===== config.mk =====
export PLATFORM = sky130hd
export DESIGN_NAME = deadline_timer_table_unit_flat
export DESIGN_NICKNAME = d
export VERILOG_FILES = /design/src/hdl/dtt_pkg.sv /design/src/hdl/dtt_ifs.sv /design/src/hdl/deadline_timer_table_unit.sv /design/src/hdl/dtt_store.sv /design/src/hdl/dtt_idpick.sv /design/src/hdl/dtt_minscan.sv /design/src/flat_wrapper.sv
export VERILOG_INCLUDE_DIRS = /design/src /design/src/hdl
export SDC_FILE = /design/constraint.sdc
export NUM_CORES = 2
export LEC_CHECK = 0
export BUFFER_PORTS_ARGS = -buffer_cell sky130_fd_sc_hd__buf_2
export CORE_MARGIN = 1
export CORE_UTILIZATION = 55
export DETAILED_ROUTE_END_ITERATION = 7
export HOLD_SLACK_MARGIN = 0.02
export PLACE_DENSITY = 0.74
export SLEW_MARGIN = 30
export SYNTH_ARGS = -nofsm -noshare
export SYNTH_HDL_FRONTEND = slang
export SYNTH_SLANG_ARGS = --single-unit

===== constraint.sdc =====
create_clock -name clock -period 7 [get_ports clock]
set_input_delay 0.35 -clock clock [delete_from_list [all_inputs] [get_ports clock]]
set_output_delay 0.35 -clock clock [all_outputs]
set_load 0.01 [all_outputs]

===== src/hdl/deadline_timer_table_unit_assert.svh =====
// assertion macros for the deadline timer table
`ifndef DEADLINE_TIMER_TABLE_UNIT_ASSERT_SVH
`define DEADLINE_TIMER_TABLE_UNIT_ASSERT_SVH

// same-cycle implication, quiet while reset is high
`define DTT_ASSERT_NOW(label, ante, cons, msg) \
   label: assert property (@(posedge clock) disable iff (reset) (ante) |-> (cons)) \
      else $error(msg);

// next-cycle implication, quiet while reset is high
`define DTT_ASSERT_NEXT(label, ante, cons, msg) \
   label: assert property (@(posedge clock) disable iff (reset) (ante) |=> (cons)) \
      else $error(msg);

`endif


===== src/hdl/dtt_pkg.sv =====
// shared types and constants of the deadline timer table
`timescale 1ns / 1ps

package dtt_pkg;

   localparam int KIND_W    = 2;
   localparam int ID_W      = 4;
   localparam int TIMEOUT_W = 32;
   localparam int DATA_W    = 32;
   localparam int TIME_W    = 48;
   localparam int STATUS_W  = 3;

   // request kinds
   localparam logic [KIND_W-1:0] KIND_REGISTER = 2'd0;
   localparam logic [KIND_W-1:0] KIND_UPDATE   = 2'd1;
   localparam logic [KIND_W-1:0] KIND_TICK     = 2'd2;

   typedef enum logic [STATUS_W-1:0] {
      STAT_REGISTERED = 3'd0,
      STAT_FULL       = 3'd1,
      STAT_UPDATED    = 3'd2,
      STAT_MISSING    = 3'd3,
      STAT_TICK       = 3'd4
   } status_type;

   typedef enum logic [2:0] {
      S_IDLE,
      S_SCAN,
      S_DRAIN,
      S_DONE,
      S_FIRE_SEEK,
      S_FIRE_OUT
   } state_type;

   // one slot arriving from the deadline memory during a scan
   typedef struct packed {
      logic valid;
      logic live;
      logic first;
   } scan_step_type;

   // memory port strobes
   typedef struct packed {
      logic dl_wr;
      logic pl_wr;
      logic dl_rd;
      logic pl_rd;
   } mem_ctl_type;

endpackage


===== src/hdl/dtt_ifs.sv =====
// request and response channel interfaces of the deadline timer table
`timescale 1ns / 1ps

interface dtt_req_if;
   logic                         valid;
   logic                         ready;
   logic [dtt_pkg::KIND_W-1:0]    kind;
   logic [dtt_pkg::ID_W-1:0]      timer_id;
   logic [dtt_pkg::TIMEOUT_W-1:0] timeout;
   logic [dtt_pkg::DATA_W-1:0]    user_data;

   modport source (output valid, kind, timer_id, timeout, user_data, input ready);
   modport sink   (input valid, kind, timer_id, timeout, user_data, output ready);
endinterface

interface dtt_rsp_if;
   logic                        valid;
   logic                        ready;
   logic [dtt_pkg::STATUS_W-1:0] status;
   logic                        fired;
   logic [dtt_pkg::ID_W-1:0]     result_id;
   logic [dtt_pkg::DATA_W-1:0]   fired_data;
   logic [dtt_pkg::TIME_W-1:0]   earliest_deadline;
   logic                        last;

   modport source (output valid, status, fired, result_id, fired_data, earliest_deadline, last,
                   input ready);
   modport sink   (input valid, status, fired, result_id, fired_data, earliest_deadline, last,
                   output ready);
endinterface


===== src/hdl/deadline_timer_table_unit.sv =====
// deadline timer table top level: control fsm, live bits, tick counter, result register
// requests are taken only in idle; the scan reads one slot per cycle, a drain state folds in
// the last slot and the done state loads the result register; a firing tick then walks slot
// by slot up to each fired id, fetches its user word and emits one beat per fire; a result
// beat held by the sink stalls the done and fire states; no new item is taken until idle
// reset: synchronous, clears tick counter, live bits and fsm; memories are not cleared
`timescale 1ns / 1ps

module deadline_timer_table_unit #(
   parameter int NUM_TIMERS = 16
) (
   input  logic      clock,
   input  logic      reset,
   dtt_req_if.sink   req_bus,
   dtt_rsp_if.source rsp_bus
);
   import dtt_pkg::*;

   localparam int IDX_W = (NUM_TIMERS > 1) ? $clog2(NUM_TIMERS) : 1;
   localparam logic [IDX_W-1:0] LAST_IDX = IDX_W'(NUM_TIMERS - 1);

   // control state
   state_type             state_ff, state_in;
   logic [TIME_W-1:0]     now_ff, now_in;
   logic [NUM_TIMERS-1:0] live_ff, live_in;
   logic [NUM_TIMERS-1:0] fire_ff, fire_in;
   logic [IDX_W-1:0]      rd_idx_ff, rd_idx_in;
   logic [IDX_W-1:0]      seek_ff, seek_in;
   logic                  step_valid_ff, step_valid_in;
   logic                  step_first_ff, step_first_in;
   logic [IDX_W-1:0]      step_idx_ff, step_idx_in;

   // captured request
   logic [KIND_W-1:0]     kind_ff, kind_in;
   logic [ID_W-1:0]       tid_ff, tid_in;
   logic [TIME_W-1:0]     newdl_ff, newdl_in;
   logic [DATA_W-1:0]     data_ff, data_in;
   logic                  upd_ok_ff, upd_ok_in;

   // result register
   logic                  rsp_valid_ff, rsp_valid_in;
   status_type            rsp_status_ff;
   logic                  rsp_fired_ff;
   logic [ID_W-1:0]       rsp_id_ff;
   logic [DATA_W-1:0]     rsp_data_ff;
   logic [TIME_W-1:0]     rsp_dl_ff;
   logic                  rsp_last_ff;

   // result load
   logic                  out_load;
   logic                  out_free;
   status_type            out_status;
   logic                  out_fired;
   logic [ID_W-1:0]       out_id;
   logic [DATA_W-1:0]     out_data;
   logic [TIME_W-1:0]     out_dl;
   logic                  out_last;

   // memory side
   mem_ctl_type           mem_ctl;
   logic [IDX_W-1:0]      wr_addr;
   logic [TIME_W-1:0]     wr_deadline;
   logic [IDX_W-1:0]      pl_rd_addr;
   logic [TIME_W-1:0]     rd_deadline;
   logic [DATA_W-1:0]     rd_payload;

   // scan helpers
   scan_step_type         step_cur;
   logic                  expire;
   logic                  min_any;
   logic [TIME_W-1:0]     min_deadline;
   logic [TIME_W-1:0]     earliest;
   logic [IDX_W-1:0]      pick_id;
   logic                  pick_full;
   logic                  accept;
   logic [IDX_W-1:0]      tid_idx;
   logic                  tid_in_range;
   logic [TIME_W-1:0]     arm_sum;
   logic [NUM_TIMERS-1:0] fire_left;

   // check terms
   logic                  rsp_nontick;
   logic                  fire_report;

   // deadline and payload storage
   dtt_store #(
      .NUM_TIMERS (NUM_TIMERS),
      .IDX_W      (IDX_W)
   ) u_store (
      .clock       (clock),
      .ctl         (mem_ctl),
      .wr_addr     (wr_addr),
      .wr_deadline (wr_deadline),
      .wr_payload  (data_ff),
      .dl_rd_addr  (rd_idx_ff),
      .pl_rd_addr  (pl_rd_addr),
      .rd_deadline (rd_deadline),
      .rd_payload  (rd_payload)
   );

   // slot presented this cycle: memory data lines up with the registered index
   assign step_cur = '{valid: step_valid_ff, live: live_ff[step_idx_ff], first: step_first_ff};

   dtt_minscan u_minscan (
      .clock        (clock),
      .reset        (reset),
      .step         (step_cur),
      .tick_mode    (kind_ff == KIND_TICK),
      .now          (now_ff),
      .rd_deadline  (rd_deadline),
      .expire       (expire),
      .min_any      (min_any),
      .min_deadline (min_deadline)
   );

   dtt_idpick #(
      .IDX_W (IDX_W)
   ) u_idpick (
      .clock     (clock),
      .reset     (reset),
      .step      (step_cur),
      .step_idx  (step_idx_ff),
      .pick_id   (pick_id),
      .pick_full (pick_full)
   );

   // request side is free whenever the fsm is idle, even with a result still held
   assign req_bus.ready = (state_ff == S_IDLE);
   assign accept        = req_bus.valid && req_bus.ready;
   assign tid_idx       = IDX_W'(req_bus.timer_id);
   assign tid_in_range  = int'(req_bus.timer_id) < NUM_TIMERS;
   assign arm_sum       = now_ff + TIME_W'(req_bus.timeout);
   assign earliest      = min_any ? min_deadline : '0;
   assign out_free      = !rsp_valid_ff || rsp_bus.ready;
   assign fire_left     = fire_ff & ~(NUM_TIMERS'(1) << seek_ff);

   always_comb begin
      state_in      = state_ff;
      now_in        = now_ff;
      live_in       = live_ff;
      fire_in       = fire_ff;
      rd_idx_in     = rd_idx_ff;
      seek_in       = seek_ff;
      step_valid_in = 1'b0;
      step_first_in = 1'b0;
      step_idx_in   = step_idx_ff;
      kind_in       = kind_ff;
      tid_in        = tid_ff;
      newdl_in      = newdl_ff;
      data_in       = data_ff;
      upd_ok_in     = upd_ok_ff;
      mem_ctl       = '0;
      wr_addr       = tid_idx;
      wr_deadline   = arm_sum;
      pl_rd_addr    = seek_ff;
      out_load      = 1'b0;
      out_status    = STAT_TICK;
      out_fired     = 1'b0;
      out_id        = '0;
      out_data      = '0;
      out_dl        = earliest;
      out_last      = 1'b1;

      // expired slots leave the live set and join the fire mask as the scan passes
      if (expire) begin
         live_in[step_idx_ff] = 1'b0;
         fire_in[step_idx_ff] = 1'b1;
      end

      unique case (state_ff)
         S_IDLE: begin
            if (accept) begin
               kind_in   = req_bus.kind;
               tid_in    = req_bus.timer_id;
               data_in   = req_bus.user_data;
               newdl_in  = arm_sum;
               rd_idx_in = '0;
               unique case (req_bus.kind)
                  KIND_REGISTER: begin
                     state_in = S_SCAN;
                  end
                  KIND_UPDATE: begin
                     // re-arm goes straight to memory, the scan then sees the new deadline
                     upd_ok_in     = tid_in_range && live_ff[tid_idx];
                     mem_ctl.dl_wr = tid_in_range && live_ff[tid_idx];
                     state_in      = S_SCAN;
                  end
                  KIND_TICK: begin
                     now_in   = now_ff + TIME_W'(1);
                     state_in = S_SCAN;
                  end
                  default: begin
                     // unused kind: dropped without a result
                     state_in = S_IDLE;
                  end
               endcase
            end
         end
         S_SCAN: begin
            mem_ctl.dl_rd = 1'b1;
            step_valid_in = 1'b1;
            step_idx_in   = rd_idx_ff;
            step_first_in = (rd_idx_ff == '0);
            rd_idx_in     = rd_idx_ff + IDX_W'(1);
            if (rd_idx_ff == LAST_IDX) begin
               state_in = S_DRAIN;
            end
         end
         S_DRAIN: begin
            // last slot is being folded into the trackers
            state_in = S_DONE;
         end
         S_DONE: begin
            if (out_free) begin
               priority if (kind_ff == KIND_REGISTER) begin
                  out_load = 1'b1;
                  state_in = S_IDLE;
                  if (pick_full) begin
                     out_status = STAT_FULL;
                  end else begin
                     mem_ctl.dl_wr    = 1'b1;
                     mem_ctl.pl_wr    = 1'b1;
                     wr_addr          = pick_id;
                     wr_deadline      = newdl_ff;
                     live_in[pick_id] = 1'b1;
                     out_status       = STAT_REGISTERED;
                     out_id           = ID_W'(pick_id);
                     out_dl           = (!min_any || (newdl_ff < min_deadline)) ?
                                        newdl_ff : min_deadline;
                  end
               end else if (kind_ff == KIND_UPDATE) begin
                  out_load   = 1'b1;
                  out_status = upd_ok_ff ? STAT_UPDATED : STAT_MISSING;
                  out_id     = tid_ff;
                  state_in   = S_IDLE;
               end else begin
                  if (fire_ff == '0) begin
                     // quiet tick
                     out_load = 1'b1;
                     state_in = S_IDLE;
                  end else begin
                     seek_in  = '0;
                     state_in = S_FIRE_SEEK;
                  end
               end
            end
         end
         S_FIRE_SEEK: begin
            // walk up to the next fired slot, then fetch its user word
            if (fire_ff[seek_ff]) begin
               mem_ctl.pl_rd = 1'b1;
               state_in      = S_FIRE_OUT;
            end else begin
               seek_in = seek_ff + IDX_W'(1);
            end
         end
         S_FIRE_OUT: begin
            if (out_free) begin
               out_load  = 1'b1;
               out_fired = 1'b1;
               out_id    = ID_W'(seek_ff);
               out_data  = rd_payload;
               out_last  = (fire_left == '0);
               fire_in   = fire_left;
               seek_in   = seek_ff + IDX_W'(1);
               state_in  = (fire_left == '0) ? S_IDLE : S_FIRE_SEEK;
            end
         end
         default: begin
            state_in = S_IDLE;
         end
      endcase

      if (out_load) begin
         rsp_valid_in = 1'b1;
      end else if (rsp_bus.ready) begin
         rsp_valid_in = 1'b0;
      end else begin
         rsp_valid_in = rsp_valid_ff;
      end
   end

   always_ff @(posedge clock) begin
      if (reset) begin
         state_ff      <= S_IDLE;
         now_ff        <= '0;
         live_ff       <= '0;
         fire_ff       <= '0;
         rd_idx_ff     <= '0;
         seek_ff       <= '0;
         step_valid_ff <= 1'b0;
         step_first_ff <= 1'b0;
         rsp_valid_ff  <= 1'b0;
      end else begin
         state_ff      <= state_in;
         now_ff        <= now_in;
         live_ff       <= live_in;
         fire_ff       <= fire_in;
         rd_idx_ff     <= rd_idx_in;
         seek_ff       <= seek_in;
         step_valid_ff <= step_valid_in;
         step_first_ff <= step_first_in;
         rsp_valid_ff  <= rsp_valid_in;
      end
      step_idx_ff <= step_idx_in;
      kind_ff     <= kind_in;
      tid_ff      <= tid_in;
      newdl_ff    <= newdl_in;
      data_ff     <= data_in;
      upd_ok_ff   <= upd_ok_in;
      if (out_load) begin
         rsp_status_ff <= out_status;
         rsp_fired_ff  <= out_fired;
         rsp_id_ff     <= out_id;
         rsp_data_ff   <= out_data;
         rsp_dl_ff     <= out_dl;
         rsp_last_ff   <= out_last;
      end
   end

   // result beat
   assign rsp_bus.valid             = rsp_valid_ff;
   assign rsp_bus.status            = rsp_status_ff;
   assign rsp_bus.fired             = rsp_fired_ff;
   assign rsp_bus.result_id         = rsp_id_ff;
   assign rsp_bus.fired_data        = rsp_data_ff;
   assign rsp_bus.earliest_deadline = rsp_dl_ff;
   assign rsp_bus.last              = rsp_last_ff;

   assign rsp_nontick = rsp_bus.valid && (rsp_bus.status != STAT_TICK);
   assign fire_report = (state_ff == S_FIRE_OUT) && out_free;

`include "deadline_timer_table_unit_assert.svh"

   // anything but a tick answers with exactly one beat
   `DTT_ASSERT_NOW(a_single_beat, rsp_nontick, rsp_bus.last, "non-tick result without last")
   // the seek walk only runs while fired slots remain
   `DTT_ASSERT_NOW(a_seek_pending, state_ff == S_FIRE_SEEK, fire_ff != '0, "empty fire walk")
   // every fired slot is reported before the next item is taken
   `DTT_ASSERT_NOW(a_idle_clean, state_ff == S_IDLE, fire_ff == '0, "unreported fires")
   // a fired report clears its slot from the pending mask
   `DTT_ASSERT_NEXT(a_fire_cleared, fire_report, !fire_ff[$past(seek_ff)], "slot still pending")

endmodule


===== src/hdl/dtt_store.sv =====
// deadline and payload memories, one write port and one registered read port each
`timescale 1ns / 1ps

module dtt_store #(
   parameter int NUM_TIMERS = 16,
   parameter int IDX_W      = 4
) (
   input  logic                       clock,
   input  dtt_pkg::mem_ctl_type       ctl,
   input  logic [IDX_W-1:0]           wr_addr,
   input  logic [dtt_pkg::TIME_W-1:0] wr_deadline,
   input  logic [dtt_pkg::DATA_W-1:0] wr_payload,
   input  logic [IDX_W-1:0]           dl_rd_addr,
   input  logic [IDX_W-1:0]           pl_rd_addr,
   output logic [dtt_pkg::TIME_W-1:0] rd_deadline,
   output logic [dtt_pkg::DATA_W-1:0] rd_payload
);
   import dtt_pkg::*;

   logic [TIME_W-1:0] deadline_mem [NUM_TIMERS];
   logic [DATA_W-1:0] payload_mem  [NUM_TIMERS];
   logic [TIME_W-1:0] rd_deadline_ff;
   logic [DATA_W-1:0] rd_payload_ff;

   always_ff @(posedge clock) begin
      if (ctl.dl_wr) begin
         deadline_mem[wr_addr] <= wr_deadline;
      end
      if (ctl.pl_wr) begin
         payload_mem[wr_addr] <= wr_payload;
      end
      if (ctl.dl_rd) begin
         rd_deadline_ff <= deadline_mem[dl_rd_addr];
      end
      if (ctl.pl_rd) begin
         rd_payload_ff <= payload_mem[pl_rd_addr];
      end
   end

   assign rd_deadline = rd_deadline_ff;
   assign rd_payload  = rd_payload_ff;

endmodule


===== src/hdl/dtt_idpick.sv =====
// id allocator: follows the live bits slot by slot during a scan
`timescale 1ns / 1ps

module dtt_idpick #(
   parameter int IDX_W = 4
) (
   input  logic                   clock,
   input  logic                   reset,
   input  dtt_pkg::scan_step_type step,
   input  logic [IDX_W-1:0]       step_idx,
   output logic [IDX_W-1:0]       pick_id,
   output logic                   pick_full
);
   import dtt_pkg::*;

   logic             lo_ff, lo_in;
   logic             run_ff, run_in;
   logic             cand_found_ff, cand_found_in;
   logic             free_found_ff, free_found_in;
   logic [IDX_W-1:0] cand_ff, cand_in;
   logic [IDX_W-1:0] free_ff, free_in;
   logic             b_lo, b_run, b_cand, b_free;

   always_comb begin
      b_lo   = step.first ? 1'b0 : lo_ff;
      b_run  = step.first ? 1'b0 : run_ff;
      b_cand = step.first ? 1'b0 : cand_found_ff;
      b_free = step.first ? 1'b0 : free_found_ff;
      lo_in         = lo_ff;
      run_in        = run_ff;
      cand_found_in = cand_found_ff;
      free_found_in = free_found_ff;
      cand_in       = cand_ff;
      free_in       = free_ff;
      if (step.valid) begin
         lo_in         = b_lo;
         run_in        = b_run;
         cand_found_in = b_cand;
         free_found_in = b_free;
         // lowest live id opens the run, first dead slot after it closes it
         if (!b_lo && step.live) begin
            lo_in  = 1'b1;
            run_in = 1'b1;
         end else if (b_run && !step.live) begin
            run_in        = 1'b0;
            cand_found_in = 1'b1;
            cand_in       = step_idx;
         end
         if (!step.live && !b_free) begin
            free_found_in = 1'b1;
            free_in       = step_idx;
         end
      end
   end

   always_ff @(posedge clock) begin
      if (reset) begin
         lo_ff         <= 1'b0;
         run_ff        <= 1'b0;
         cand_found_ff <= 1'b0;
         free_found_ff <= 1'b0;
      end else begin
         lo_ff         <= lo_in;
         run_ff        <= run_in;
         cand_found_ff <= cand_found_in;
         free_found_ff <= free_found_in;
      end
      cand_ff <= cand_in;
      free_ff <= free_in;
   end

   // empty table takes id 0, a run reaching the top falls back to the lowest free id
   assign pick_full = lo_ff && !cand_found_ff && !free_found_ff;
   assign pick_id   = !lo_ff ? '0 : (cand_found_ff ? cand_ff : free_ff);

endmodule


===== src/hdl/dtt_minscan.sv =====
// expiry compare and running minimum of surviving deadlines
`timescale 1ns / 1ps

module dtt_minscan (
   input  logic                       clock,
   input  logic                       reset,
   input  dtt_pkg::scan_step_type     step,
   input  logic                       tick_mode,
   input  logic [dtt_pkg::TIME_W-1:0] now,
   input  logic [dtt_pkg::TIME_W-1:0] rd_deadline,
   output logic                       expire,
   output logic                       min_any,
   output logic [dtt_pkg::TIME_W-1:0] min_deadline
);
   import dtt_pkg::*;

   logic              min_any_ff, min_any_in;
   logic [TIME_W-1:0] min_ff, min_in;
   logic              keep;
   logic              base_any;

   always_comb begin
      expire     = step.valid && step.live && tick_mode && (rd_deadline <= now);
      keep       = step.valid && step.live && !expire;
      base_any   = step.first ? 1'b0 : min_any_ff;
      min_any_in = min_any_ff;
      min_in     = min_ff;
      if (step.valid) begin
         min_any_in = base_any;
         if (keep && (!base_any || (rd_deadline < min_ff))) begin
            min_any_in = 1'b1;
            min_in     = rd_deadline;
         end
      end
   end

   always_ff @(posedge clock) begin
      if (reset) begin
         min_any_ff <= 1'b0;
      end else begin
         min_any_ff <= min_any_in;
      end
      min_ff <= min_in;
   end

   assign min_any      = min_any_ff;
   assign min_deadline = min_ff;

endmodule

===== src/flat_wrapper.sv =====
// flat-port wrapper written by rule: the top's interface ports become plain ports
module deadline_timer_table_unit_flat import dtt_pkg::*;
#(
   parameter int NUM_TIMERS = 16
)
  (clock, reset, req_bus_valid, req_bus_kind, req_bus_timer_id, req_bus_timeout, req_bus_user_data, req_bus_ready, rsp_bus_valid, rsp_bus_status, rsp_bus_fired, rsp_bus_result_id, rsp_bus_fired_data, rsp_bus_earliest_deadline, rsp_bus_last, rsp_bus_ready);
  dtt_req_if req_bus_i ();
  dtt_rsp_if rsp_bus_i ();
  input  logic clock;
  input  logic reset;
  input wire logic [$bits(req_bus_i.valid)-1:0] req_bus_valid;
  input wire logic [$bits(req_bus_i.kind)-1:0] req_bus_kind;
  input wire logic [$bits(req_bus_i.timer_id)-1:0] req_bus_timer_id;
  input wire logic [$bits(req_bus_i.timeout)-1:0] req_bus_timeout;
  input wire logic [$bits(req_bus_i.user_data)-1:0] req_bus_user_data;
  output wire logic [$bits(req_bus_i.ready)-1:0] req_bus_ready;
  output wire logic [$bits(rsp_bus_i.valid)-1:0] rsp_bus_valid;
  output wire logic [$bits(rsp_bus_i.status)-1:0] rsp_bus_status;
  output wire logic [$bits(rsp_bus_i.fired)-1:0] rsp_bus_fired;
  output wire logic [$bits(rsp_bus_i.result_id)-1:0] rsp_bus_result_id;
  output wire logic [$bits(rsp_bus_i.fired_data)-1:0] rsp_bus_fired_data;
  output wire logic [$bits(rsp_bus_i.earliest_deadline)-1:0] rsp_bus_earliest_deadline;
  output wire logic [$bits(rsp_bus_i.last)-1:0] rsp_bus_last;
  input wire logic [$bits(rsp_bus_i.ready)-1:0] rsp_bus_ready;
  assign req_bus_i.valid = req_bus_valid;
  assign req_bus_i.kind = req_bus_kind;
  assign req_bus_i.timer_id = req_bus_timer_id;
  assign req_bus_i.timeout = req_bus_timeout;
  assign req_bus_i.user_data = req_bus_user_data;
  assign req_bus_ready = req_bus_i.ready;
  assign rsp_bus_valid = rsp_bus_i.valid;
  assign rsp_bus_status = rsp_bus_i.status;
  assign rsp_bus_fired = rsp_bus_i.fired;
  assign rsp_bus_result_id = rsp_bus_i.result_id;
  assign rsp_bus_fired_data = rsp_bus_i.fired_data;
  assign rsp_bus_earliest_deadline = rsp_bus_i.earliest_deadline;
  assign rsp_bus_last = rsp_bus_i.last;
  assign rsp_bus_i.ready = rsp_bus_ready;
  deadline_timer_table_unit #(.NUM_TIMERS(NUM_TIMERS)) u_core (.clock(clock), .reset(reset), .req_bus(req_bus_i), .rsp_bus(rsp_bus_i));
endmodule

# [After elaboration in Yosys (flattened, before gate mapping)]
# Memory sizes are Yosys's and may differ from the RTL's. A register that Yosys moved wholly into a read port is not among the register bits.
# Index checks and enable logic that the tools add are counted.
[totals] ram_bits=1280 output_inout_bits=91 wordCells=217 regBits=335 memories=2
[op_classes] reduce_logical=47 muxes=98 n_bitwise=8 eq_ne=19 magnitude_cmp=9 add_sub_neg=4 n_shift=1
[mem_list] memory="u_core.u_store.deadline_mem" depth=16 word_bits=48 read_ports=1 rd_ports_with_merged_regs=1 write_ports=1 line="dtt_store.sv:20" source="logic [TIME_W-1:0] deadline_mem [NUM_TIMERS];"
[mem_list] memory="u_core.u_store.payload_mem" depth=16 word_bits=32 read_ports=1 rd_ports_with_merged_regs=1 write_ports=1 line="dtt_store.sv:21" source="logic [DATA_W-1:0] payload_mem [NUM_TIMERS];"
[ops] cell="two-way mux 48 bit" n=10
[ops] cell="two-way mux 16 bit" n=8
[ops] cell="less-than comparator 48 bit" n=2
[ops] cell="two-way mux 4 bit" n=18
[ops] cell="adder 48 x 1 -> 48 bit (second input constant)" n=1
[ops] cell="adder 48 x 32 -> 48 bit" n=1
[ops] cell="<= comparator 48 bit" n=1
[ops] cell="two-way mux 1 bit" n=37
[ops] cell="two-way mux 3 bit" n=11
[ops] cell="AND 16 bit" n=2
[ops] cell="zero test 16 bit" n=2
[ops] cell="NOT 16 bit" n=2
[ops] cell="bitwise OR 16 bit" n=2
[ops] cell="less-than comparator 4 x 5 -> 1 bit (second input constant)" n=4
[ops] cell="case mux 3 bit (6 select lines)" n=1
[ops] cell="case mux 4 bit (2 select lines)" n=2
[ops] cell="left shift 1 x 4 -> 16 bit (first input constant)" n=1
[ops] cell="logical AND 1 bit" n=13
[ops] cell="binary-select mux 1 bit (select 4 bit)" n=3
[ops] cell="case mux 4 bit (3 select lines)" n=1
[ops] cell="AND reduction 2 bit" n=6
[ops] cell="!= test 2 bit (second input constant)" n=5
[ops] cell="zero test 1 bit" n=9
[ops] cell="AND reduction 3 bit" n=3
[ops] cell="other kinds (23)" n=41

# [Longest topological paths before layout]
[depth] word_depth=12 ltp_mapped=13 depth_no_buf=10

# [Modules after synthesis]
# A second synthesis with hierarchy kept.
[unflattened] cells_unflattened=3941 area_unflattened_um2=69421.6
[by_module_without_submodules] mod="dtt_store" n_inst=1 seq_area_each_um2=40839.2 cells_each=2082 area_per_inst_um2=50299.5
[by_module_without_submodules] mod="deadline_timer_table_unit" n_inst=1 seq_area_each_um2=7287.0 cells_each=1428 area_per_inst_um2=14757.9
[by_module_without_submodules] mod="dtt_minscan" n_inst=1 seq_area_each_um2=1461.4 cells_each=395 area_per_inst_um2=3877.5
[by_module_without_submodules] mod="dtt_idpick" n_inst=1 seq_area_each_um2=320.3 cells_each=36 area_per_inst_um2=486.7

# [Worst setup path after synthesis]
# No wires, ideal clock.
[synth_path] kind="register to register" start="reg u_core.state_ff[0]" end="mem u_core.u_store.deadline_mem[0][0], enable pin" path_slack_ps=270 t_arrival_ps=6276 t_required_ps=6546 stages_incl_launch_ff=8 path_cell_list="dfxtp_1 buf_2 nor4b_4 and3b_1 a21oi_1 nor3b_1 nand2_1 nor2_1"
[synth_between] elab_chain_cells=6 elab_cells_between_ends=8
[synth_rtl] element="start, declared" line="deadline_timer_table_unit.sv:23" source="state_type state_ff, state_in;"
[synth_rtl] element="start signal, assigned" line="deadline_timer_table_unit.sv:295" source="state_ff <= state_in;"
[synth_rtl] element="zero test 3 bit" line="deadline_timer_table_unit.sv:128, deadline_timer_table_unit.sv:170"
[synth_rtl] element="logical AND 1 bit" line="deadline_timer_table_unit.sv:129" source="assign accept = req_bus.valid && req_bus.ready;"
[synth_rtl] element="two-way mux 1 bit" line="deadline_timer_table_unit.sv:172" source="if (accept) begin"
[synth_rtl] element="case mux 1 bit (2 select lines)" line="deadline_timer_table_unit.sv:170" source="unique case (state_ff)"
[synth_rtl] element="two-way mux 1 bit" line="dtt_store.sv:26" source="if (ctl.dl_wr) begin"
[synth_rtl] element="two-way mux 1 bit (not written as such)" line="dtt_store.sv:27" source="deadline_mem[wr_addr] <= wr_deadline;"
[synth_rtl] element="end, declared" line="dtt_store.sv:20"
# Parallel ways exist; a longest one is shown, timed or not.

# [Worst setup path after layout]
[layout_path] start="reg u_core.state_ff[1]" end="mem u_core.u_store.deadline_mem[13][45], enable pin"
# The elaborated chain is that of the path after synthesis.

==> run summary <==
first-pass GRT wire length: 252400 µm
die area: 127800 µm²
Max Freq: 217.6 MHz
min Tclk post-route: 4.596 ns
final wirelength: 173400 µm
Finished Layout Cells: 5799
critical path data arrival time: 5.02 ns
TritonCTS clock tree: done
I/O Buffers: 164
Final setup viols: 0
Die H: 357.5 µm
Critical Path RT: 7.43 ns
Synth Flop Type: edfxtp_1
Reg clk slew, reported paths: 0.06 ns
Synth top cells by count: 1596 x edfxtp_1, 414 x mux4_2, 183 x ha_1, 164 x nor2_1, 159 x nand2_1
post-synthesis sequential area ratio: 71.81%
max-slew violations: 0
final core utilization: 62.75%
count leader, synth: edfxtp_1
Least-Margin Pin Slew: 1.033 ns
Setup Fix Bufs, Post-CTS: 0
crit path max fanout: 31
top cell type by total area after synthesis: edfxtp_1
critical path class: reg -> reg
row count: 130
detailed router's first-iteration violation count: 4562
Hold Vio Cnt, Final: 0
grt ovf: 0
Area Overhead vs Synth: 13.23%
Relative slew margins: 30.48%
CTS Buf Count: 169
drt first pass iters: 8
Synth Area per Inst: 18.76 µm²
Final #Nets: 4261
Max Root-Sink Buffers: 3
VDD IR max: 0.0002581 V
max-cap violations: 0
share of cells above drive strength 1: 24.45%
Clock Skew: 0.02824 ns
Post-synth EDFFs: 1596
Critical Path Sink Type: flip-flop
Remaining DRCs: 1
Synth area leaders: edfxtp_1 69%, mux4_2 13%, ha_1 3.3%, dfxtp_1 2.9%, nor2_1 0.89%
failing checks: DRC
antenna violations before repair: 5
Netlist cell types: 80
CP Launch Type: flip-flop
GRT Overall Usage: 27.43%
share of the synthesized area in the top cell type: 68.96%
Gate Count Post-Synth: 3704
Initial Util: 55.42%
# IOs: 165
asr flop ratio synth: 0%
RSZ-0062 raised after global routing: no
final-layout fill cell count: 8502
Core ar.: 125400 µm²
worst hold path type: in -> reg
Via-to-Cell Ratio: 6.406
Post-Syn Area: 69500 µm²
placed cells: 5437
post-DP HPWL: 102400 µm
Setup Total Neg Slack: 0 ns
WL/cell: 29.90 µm
pre-CTS WS: 2.496 ns
gpl congestion: 0.8881
Die X: 357.5 µm
largest net degree at the start of global routing: 105
LEAKAGE: 26.03 nW
htree depth: 4
vias in the first global route: 37290
Worst-Skew Late Latency: 0.80 ns
syn_nets: 3962
post-route ant nets: 0
hold_ws: 0.1162 ns
Power Dens Cells: 278.5 nW/µm²
Period Utilization, post-route: 65.66%
yosys synthesis warning count: 0
vias: 37150
clock root buffer: clkbuf_16
status: finished, violations left
Synth Register Bits: 1695
clk sinks: 1695
setup slack after layout: 2.404 ns
## worst max-delay path: stages, from the launching register on
cell	delay (ns)
dfxtp_1	0.58
nor2b_1	0.28
nand4b_1	0.30
or3_4	0.68
nor2_1	0.36
nand2_1	0.33
a21o_1	0.37
nor2_4	0.74
buf_4	0.53
## stage by stage
step                instance area (µm²)  power, W
global placement                  72660   0.01317
CTS                               78580   0.02203
global route                      78700   0.02252
detailed placement                72710   0.01319
floorplan                         69500   0.01265
finish                            78700   0.02192
## per-layer routing
metal	GRT usage [%]	up-vias	wire length [µm]
met2	45.45	1874	86860
met4	8.974	0	4779
met1	37.46	19310	67710
met3	4.388	280	14050
met5	0	-	0
li1	-	15680	-
## flip-flops by register name (all words and copies together), names as in the netlist, 4 cells and up
name	flops
u_core.data_ff	32
u_core.rsp_bus.fired_data	32
u_core.u_store.rd_deadline	48
u_core.rsp_bus.result_id	4
u_core.u_store.payload_mem	512
u_core.newdl_ff	48
u_core.step_idx_ff	4
u_core.now_ff	48
u_core.u_store.deadline_mem	768
u_core.u_idpick.cand_ff	4
u_core.u_idpick.free_ff	4
u_core.u_minscan.min_deadline	48
u_core.fire_ff	16
u_core.rsp_bus.earliest_deadline	48
u_core.u_store.rd_payload	32
u_core.tid_ff	4
u_core.pl_rd_addr	4
u_core.rd_idx_ff	4
u_core.live_ff	16
## cell families after synthesis
group                      after synthesis  share of synthesized area (%)
xor gates and xnor gates                80                          1.008
DFF                                   1695                          71.81
adders and majority gates              184                          3.323
and+or+nand+nor                        586                          4.193
buffers and inverters                  283                          1.586
AOI/OAI and AO/OA                      430                          4.155
muxes                                  446                          13.93
## cell usage in the layout, fill, tap and decap left out, types with 8 or more instances in the layout
cell type      synthesis  final
bufinv_16              0     14
nand4_1               47     47
nor2_4                 1     34
clkbuf_16              0    170
clkinv_2               0     30
edfxtp_1            1596   1596
xnor2_1               65     65
a21oi_1              117    113
nand2_1              159    159
dlygate4sd3_1          0     42
o22ai_1               18     18
a21o_1                63     63
clkinvlp_4             0      8
mux2_2                27     27
inv_1                129    128
and2_1                42     42
nor2_1               164    130
ha_1                 183    183
a31oi_1               12      9
and3_1                15     14
nor2b_1                9      8
a311oi_1              10     10
clkinv_1               2     51
dfxtp_1               99     91
nor3_1                24     22
a211oi_1              18     18
nand3_1               35     35
buf_2                 19    164
buf_4                  0     67
xor2_1                15     15
o211ai_1               9      9
nor4_1                11      8
o21ai_0               74     74
or3_1                 23     22
a22o_1                48     48
mux4_2               414    414
clkbuf_1              95     23
nand2b_1              14     14
## area by class of cell
cell class	instances	area, µm²	area share, %
Antenna cell	1	2.502	0.003180
Clock buffer	195	4368	5.550
Clock inverter	121	1081	1.374
Inverter	131	491.7	0.6248
Multi-Input combinational cell	1726	18850	23.96
Sequential cell	1695	49940	63.45
Tap cell	1650	2064	2.623
Timing Repair Buffer	280	1898	2.412
## report_power, final
part	switching, W	total [W]	internal [W]
Combinational	0.000803	0.00137	0.000567
Clock	0.00389	0.00891	0.00502
Sequential	0.000262	0.0116	0.0114
## final timing paths
path                                                     start                                  end  slack, ns  cells after the start
worst max-delay path                        u_core.state_ff[1]  u_core.u_store.deadline_mem[13][45]       2.40                      8
worst min-delay path                       req_bus_timeout[30]                  u_core.newdl_ff[30]       0.12                      3
worst max register to register              u_core.state_ff[1]  u_core.u_store.deadline_mem[13][45]       2.40                      8
worst min register to register  u_core.u_store.rd_deadline[27]    u_core.u_minscan.min_deadline[27]       0.49                      0
## repair_timing
item	in CTS	in global routing
hold buffers	42	0
hold endpoints to repair	70	0
gates resized for setup	0	0
No activity file was read; power rests on OpenSTA's default activity.
